<file path="src/sv/grid_cell_offset_table_unit_macros.svh">
// Assertion macros for the grid cell offset table unit.
// Expect clk and arst_n in the scope of use; empty when SYNTH is defined.
`ifndef GRID_CELL_OFFSET_TABLE_UNIT_MACROS_SVH
`define GRID_CELL_OFFSET_TABLE_UNIT_MACROS_SVH
`ifndef SYNTH
// property holds at every edge outside reset
`define GCOT_ASSERT(lbl, prop, msg) \
	lbl: assert property (@(posedge clk) disable iff (!arst_n) (prop)) else $error(msg);
// consequent holds in the cycle after the antecedent
`define GCOT_ASSERT_NEXT(lbl, ante, cons, msg) \
	lbl: assert property (@(posedge clk) disable iff (!arst_n) (ante) |=> (cons)) \
		else $error(msg);
`else
`define GCOT_ASSERT(lbl, prop, msg)
`define GCOT_ASSERT_NEXT(lbl, ante, cons, msg)
`endif
`endif

</file>
<file path="src/sv/gcot_pkg.sv">
// Shared constants, codes and types of the grid cell offset table unit.
// No dependencies.
package gcot_pkg;

	localparam int POS_W      = 16;
	localparam int CFG_W      = 16;
	localparam int GRID_F_W   = 5;
	localparam int CMD_W      = 2;
	localparam int STATUS_W   = 3;
	localparam int OUT_CNT_W  = 17;
	localparam int REG_IDX_W  = 1;
	localparam int DIV_STEPS  = POS_W;
	localparam int DIV_CNT_W  = $clog2(DIV_STEPS + 1);

	localparam int GRID_DIM_DEF      = 32;
	localparam int MAX_PARTICLES_DEF = 65536;

	localparam logic [CFG_W-1:0] CELL_SIZE_RST = CFG_W'(16);

	localparam logic [REG_IDX_W-1:0] REG_CELL_WIDTH  = 1'd0;
	localparam logic [REG_IDX_W-1:0] REG_CELL_HEIGHT = 1'd1;

	localparam logic [CMD_W-1:0] CMD_CLEAR  = 2'd0;
	localparam logic [CMD_W-1:0] CMD_INSERT = 2'd1;
	localparam logic [CMD_W-1:0] CMD_REMOVE = 2'd2;
	localparam logic [CMD_W-1:0] CMD_QUERY  = 2'd3;

	localparam logic [STATUS_W-1:0] ST_OK      = 3'd0;
	localparam logic [STATUS_W-1:0] ST_FULL    = 3'd1;
	localparam logic [STATUS_W-1:0] ST_OUTSIDE = 3'd2;
	localparam logic [STATUS_W-1:0] ST_EMPTY   = 3'd3;
	localparam logic [STATUS_W-1:0] ST_BADSPAN = 3'd4;

	typedef struct packed {
		logic             start;
		logic [POS_W-1:0] dividend;
		logic [POS_W-1:0] divisor;
	} div_req_t;

	typedef struct packed {
		logic             done;
		logic [POS_W-1:0] quotient;
	} div_rsp_t;

endpackage

</file>
<file path="src/sv/gcot_div.sv">
// Restoring divider, one quotient bit per cycle, shared for x and y.
// Depends on gcot_pkg.
module gcot_div import gcot_pkg::*; (
	input  logic     clk,
	input  logic     arst_n,
	input  div_req_t req,
	output div_rsp_t rsp
);

	logic                 busy_q;
	logic                 done_q;
	logic [DIV_CNT_W-1:0] cnt_q;
	logic [POS_W-1:0]     rem_q;
	logic [POS_W-1:0]     quo_q;
	logic [POS_W-1:0]     dvs_q;
	logic [POS_W:0]       trial;
	logic                 fits;

	assign trial = {rem_q, quo_q[POS_W-1]};
	assign fits  = trial >= {1'b0, dvs_q};

	always_ff @(posedge clk or negedge arst_n) begin
		if (!arst_n) begin
			busy_q <= 1'b0;
			done_q <= 1'b0;
			cnt_q  <= '0;
		end else begin
			done_q <= 1'b0;
			if (req.start) begin
				busy_q <= 1'b1;
				cnt_q  <= DIV_CNT_W'(DIV_STEPS);
			end else if (busy_q) begin
				cnt_q <= cnt_q - DIV_CNT_W'(1);
				if (cnt_q == DIV_CNT_W'(1)) begin
					busy_q <= 1'b0;
					done_q <= 1'b1;
				end
			end
		end
	end

	always_ff @(posedge clk) begin
		if (req.start) begin
			rem_q <= '0;
			quo_q <= req.dividend;
			dvs_q <= req.divisor;
		end else if (busy_q) begin
			// remainder stays below the divisor, so it fits POS_W bits
			rem_q <= fits ? POS_W'(trial - {1'b0, dvs_q}) : trial[POS_W-1:0];
			quo_q <= {quo_q[POS_W-2:0], fits};
		end
	end

	assign rsp.done     = done_q;
	assign rsp.quotient = quo_q;

endmodule

</file>
<file path="config.mk">
export PLATFORM = sky130hd
export DESIGN_NAME = gcot_div
export DESIGN_NICKNAME = d
export VERILOG_FILES = /design/src/sv/grid_cell_offset_table_unit_macros.svh /design/src/sv/gcot_pkg.sv /design/src/sv/gcot_div.sv
export SDC_FILE = /design/constraint.sdc
export NUM_CORES = 1
export LEC_CHECK = 0
export ABC_CLOCK_PERIOD_IN_PS = 3200
export BUFFER_PORTS_ARGS = -buffer_cell sky130_fd_sc_hd__buf_2
export CAP_MARGIN = 20
export CORE_MARGIN = 1
export CORE_UTILIZATION = 40
export DETAILED_ROUTE_END_ITERATION = 8
export PLACE_DENSITY = 0.61
export SLEW_MARGIN = 20
export SYNTH_ARGS = -nofsm -noshare
export SYNTH_HDL_FRONTEND = slang
export SYNTH_SLANG_ARGS = --single-unit
export TNS_END_PERCENT = 30
</file>
<file path="constraint.sdc">
create_clock -name clk -period 3.2 [get_ports clk]
set_clock_uncertainty 0.1 [all_clocks]
set_input_delay 0 -clock clk [delete_from_list [all_inputs] [get_ports clk]]
set_output_delay 0 -clock clk [all_outputs]
set_load 0.02 [all_outputs]
</file>
==> impl_results.html <==
<table>
<tr><th>Metric</th><th>Value</th></tr>
<tr><th colspan="2">Outcome</th></tr>
<tr><td>Run status</td><td>finished, final reports clean</td></tr>
<tr><th colspan="2">Synth</th></tr>
<tr><td>Most used DFF post-synth</td><td>sky130_fd_sc_hd__edfxtp_1</td></tr>
<tr><td>Unique cell type count in the Yosys netlist</td><td>57</td></tr>
<tr><td>Most frequent cell after synthesis</td><td>sky130_fd_sc_hd__edfxtp_1</td></tr>
<tr><td>Leading post-synthesis cells by cell area</td><td>sky130_fd_sc_hd__edfxtp_1 30%, sky130_fd_sc_hd__dfxtp_1 10%, sky130_fd_sc_hd__ha_1 7.0%</td></tr>
<tr><td>Top post-synthesis cells by count</td><td>32 x sky130_fd_sc_hd__edfxtp_1, 31 x sky130_fd_sc_hd__nand2_1, 29 x sky130_fd_sc_hd__nor2_1</td></tr>
<tr><td>Number of storage elements in the synthesis netlist</td><td>55</td></tr>
<tr><td>Average size of a mapped cell</td><td>10.3 um^2</td></tr>
<tr><td>Sequential-to-total area share from yosys stat</td><td>45.3%</td></tr>
<tr><td>Library cell occupying the most area in the post-synthesis netlist</td><td>sky130_fd_sc_hd__edfxtp_1</td></tr>
<tr><td>Synth Instances</td><td>311</td></tr>
<tr><td>Post-synthesis async set-or-reset flop share</td><td>12.7%</td></tr>
<tr><td>Number of flops mapped to enable cells by yosys</td><td>32</td></tr>
<tr><td>Fraction of post-synthesis cell area in the top cell type by area</td><td>between 20% and 30%</td></tr>
<tr><td>Nets in the synthesized netlist</td><td>365</td></tr>
<tr><td>Count of yosys warnings during synthesis</td><td>0</td></tr>
<tr><td>Total standard cell area after synthesis</td><td>roughly 0.0032 mm^2</td></tr>
<tr><th colspan="2">Global route</th></tr>
<tr><td>Remaining global-route overflow</td><td>0</td></tr>
<tr><td>Via count of the first global-routing pass</td><td>2409</td></tr>
<tr><td>Total routing resource utilization after global routing</td><td>16.5%</td></tr>
<tr><td>Largest net degree at the start of global routing</td><td>33</td></tr>
<tr><td>Wire length of the first global-routing pass</td><td>around 11000 um</td></tr>
<tr><td>Antenna violations before repair</td><td>0</td></tr>
<tr><th colspan="2">Place</th></tr>
<tr><td>Buffers on Ports</td><td>51</td></tr>
<tr><td>Routability cong.</td><td>0.845</td></tr>
<tr><td>HPWL Detailed</td><td>4790 um</td></tr>
<tr><th colspan="2">Min path</th></tr>
<tr><td>Worst min-delay path class</td><td>in2reg</td></tr>
<tr><th colspan="2">Worst setup path</th></tr>
<tr><td>Worst path cell trace</td><td>inv_1, ha_1, nand2_2, nor4_2, a41oi_2, a31oi_4, or2_1, mux2_2</td></tr>
<tr><td>Kind of start point of the critical path</td><td>flop</td></tr>
<tr><td>Critical path's largest stage delay</td><td>0.52 ns</td></tr>
<tr><td>Crit path max fanout</td><td>16</td></tr>
<tr><td>Number of buffers and inverters on the critical path</td><td>1</td></tr>
<tr><td>Arrival time reported for the critical path endpoint</td><td>2.74 ns</td></tr>
<tr><td>Crit path max-delay family</td><td>simple AND/OR/NAND/NOR gates</td></tr>
<tr><td>Cell with the largest stage delay on the worst path</td><td>sky130_fd_sc_hd__or2_1</td></tr>
<tr><td>Critical path endpoint category</td><td>flop</td></tr>
<tr><td>Type of the worst setup path</td><td>reg2reg</td></tr>
<tr><td>CP Data Required Time</td><td>3.29 ns</td></tr>
<tr><th colspan="2">Route</th></tr>
<tr><td>Routed wire length per instance</td><td>13.8 um</td></tr>
<tr><td>Vias</td><td>2541</td></tr>
<tr><td>Drt total wl</td><td>6810 um</td></tr>
<tr><td>Count of routing violations after the opening detailed-route iteration</td><td>around 110</td></tr>
<tr><td>Residual DRC</td><td>0</td></tr>
<tr><td>Number of detailed-route iterations in the first pass</td><td>4</td></tr>
<tr><td>Final ANT Viol Nets</td><td>0</td></tr>
<tr><td>Vias per inst</td><td>5.13</td></tr>
<tr><th colspan="2">Floorplan</th></tr>
<tr><td>Vertical extent of the die</td><td>91.7 um</td></tr>
<tr><td>Full die area</td><td>0.00841 mm^2</td></tr>
<tr><td>Core area</td><td>0.00777 mm^2</td></tr>
<tr><td>Starting Density</td><td>41.4%</td></tr>
<tr><td>Die width</td><td>91.7 um</td></tr>
<tr><td>I/O pins</td><td>52</td></tr>
<tr><td>Number of cell rows</td><td>32</td></tr>
<tr><th colspan="2">STA</th></tr>
<tr><td>Slew Limit Headroom</td><td>58.7%</td></tr>
<tr><td>Total negative slack for setup checks</td><td>0 ns</td></tr>
<tr><td>Worst Tran Pin Value</td><td>0.619 ns</td></tr>
<tr><td>Hold Violations, Final</td><td>0</td></tr>
<tr><td>Setup repair after global routing missed its margin</td><td>no</td></tr>
<tr><td>Final number of max-transition violations</td><td>0</td></tr>
<tr><td>Final cycle utilization of the critical path</td><td>82.9%</td></tr>
<tr><td>Max Fclk</td><td>around 380 MHz</td></tr>
<tr><td>Crit path time final</td><td>~2.7 ns</td></tr>
<tr><td>Finish-stage setup viols</td><td>0</td></tr>
<tr><th colspan="2">Final layout</th></tr>
<tr><td>Area growth syn-to-layout</td><td>23.3%</td></tr>
<tr><td>Nets</td><td>446</td></tr>
<tr><td>Ratio of cells with drive above 1 in the final layout</td><td>roughly 23%</td></tr>
<tr><td>Diodes inserted</td><td>0</td></tr>
<tr><th colspan="2">Power and ir drop</th></tr>
<tr><td>Worst IR Drop VDD</td><td>0.000265 V</td></tr>
<tr><td>Power share of the clock group</td><td>14.7%</td></tr>
<tr><td>Fraction of power spent switching nets</td><td>40.2%</td></tr>
<tr><td>Int Power</td><td>1.62 mW</td></tr>
<tr><td>Power share of the sequential group</td><td>38.3%</td></tr>
<tr><td>Cell leakage power</td><td>1.70 nW</td></tr>
<tr><td>Logic pwr share</td><td>roughly 47%</td></tr>
<tr><td>Total design power</td><td>2.71 mW</td></tr>
<tr><td>Power per Cell Area</td><td>684 mW/mm^2</td></tr>
<tr><td>Net switching power of the design</td><td>1.09 mW</td></tr>
<tr><th colspan="2">CTS</th></tr>
<tr><td>Post-cts gate resize count</td><td>0</td></tr>
<tr><td>TritonCTS clock tree</td><td>done</td></tr>
<tr><td>Number of buffers created by CTS</td><td>5</td></tr>
<tr><td>Root buf cell</td><td>sky130_fd_sc_hd__clkbuf_8</td></tr>
<tr><td>Clock network latency to the later pin of the worst-skew pair</td><td>0.31 ns</td></tr>
<tr><td>Number of hold-repair buffers added at the cts stage</td><td>34</td></tr>
<tr><td>H-tree level count</td><td>2</td></tr>
<tr><td>Number of buffers between clock root and the deepest sink</td><td>2</td></tr>
<tr><td>Clock sinks</td><td>55</td></tr>
<tr><td>Clock-pin transition on the worst setup and hold timing paths</td><td>0.11 ns</td></tr>
<tr><td>Post-CTS Setup Inserts</td><td>0</td></tr>
<tr><th colspan="2">Flow run</th></tr>
<tr><td>Number of maximum-capacitance constraint violations</td><td>0</td></tr>
</table>
## worst paths after layout
path                                             start                      to  slack, ns  depth (start not counted)
worst min register to register  rem_q[15]$_SDFFE_PP0P_  rem_q[15]$_SDFFE_PP0P_       0.43                          2
min in group asynchronous                       arst_n        busy_q$_DFF_PN0_       0.53                          3
worst max-delay path               dvs_q[12]$_DFFE_PP_      quo_q[0]$_DFFE_PP_       0.55                          8
worst min-delay path                           req[32]    cnt_q[2]$_DFFE_PN0P_       0.02                          2
worst max register to register     dvs_q[12]$_DFFE_PP_      quo_q[0]$_DFFE_PP_       0.55                          8
max in group asynchronous                       arst_n    cnt_q[0]$_DFFE_PN0P_       2.22                          3
## worst register-to-register path: stages, from the launching register on
cell and delay, ns:
sky130_fd_sc_hd__edfxtp_1 0.33, sky130_fd_sc_hd__inv_1 0.04, sky130_fd_sc_hd__ha_1 0.44, sky130_fd_sc_hd__nand2_2 0.13
sky130_fd_sc_hd__nor4_2 0.32, sky130_fd_sc_hd__a41oi_2 0.18, sky130_fd_sc_hd__a31oi_4 0.20, sky130_fd_sc_hd__or2_1 0.52
sky130_fd_sc_hd__mux2_2 0.27
## cells in the final DEF, fill, tap and decap left out, types with 6 or more instances in the layout
cell type,n
sky130_fd_sc_hd__nor3_1,9
sky130_fd_sc_hd__mux2_2,16
sky130_fd_sc_hd__edfxtp_1,32
sky130_fd_sc_hd__buf_2,51
sky130_fd_sc_hd__a21oi_1,14
sky130_fd_sc_hd__o41ai_1,6
sky130_fd_sc_hd__nor2_1,29
sky130_fd_sc_hd__a31o_1,7
sky130_fd_sc_hd__o21ai_0,8
sky130_fd_sc_hd__inv_1,21
sky130_fd_sc_hd__xnor2_1,8
sky130_fd_sc_hd__dfxtp_1,16
sky130_fd_sc_hd__dlygate4sd3_1,34
sky130_fd_sc_hd__dfrtp_1,7
sky130_fd_sc_hd__nand2_1,31
sky130_fd_sc_hd__ha_1,18
## logic make-up after synthesis
| family | synth area share, % |
|---|---|
| AO/OA/AOI/OAI | 19.1 |
| XOR/XNOR | 3.27 |
| adder cells (fa/ha/maj) | 7.62 |
| buffers and inverters | 5.56 |
| flip-flops | 45.3 |
| multiplexers | 5.91 |
| AND/OR/NAND/NOR | 13.3 |
## power groups by stage
stage,clock (mW),sequential [mW],combinational (mW)
floorplan,0,1.07,0.997
global placement,0,1.05,1.23
detailed placement,0,1.05,1.24
CTS,0.412,1.04,1.28
global route,0.445,1.06,1.42
finish,0.400,1.04,1.28
## area by class of cell
type	instances	area, um^2
fillers	721	3800
clock inverters	3	25.0
flip-flops and latches	55	1460
repair buffers	89	626
well taps	102	128
clock buffers	5	68.8
inverters	22	82.6
multi-input cells	219	1580
## state kept, by name, indices dropped and copies added, names as in the netlist
name and count:
dvs_q 16, quo_q 16, rem_q 16, cnt_q 5
busy_q 1, done_q 1
## metrics by stage
stage	std cells	area [um^2]	hold slack [ns]	utilization [%]	worst slack [ns]
2_1_floorplan	311	3220	-0.396	-	0.828
3_3_place_gp	453	3530	-0.259	45.5	0.616
3_5_place_dp	453	3530	-0.257	45.5	0.578
5_1_grt	495	3970	0.0448	51.1	0.370
6_report	495	3970	0.0227	51.1	0.546
4_1_cts	495	3970	0.0221	51.1	0.541
## metal layers
metal / GRT usage, % / part of all wire, %
met5: 0 / 0
met1: 22.9 / 49
met4: 3.65 / 0.68
met2: 27.3 / 46
met3: 2.57 / 4.3
(Power assumes the default switching activity.)
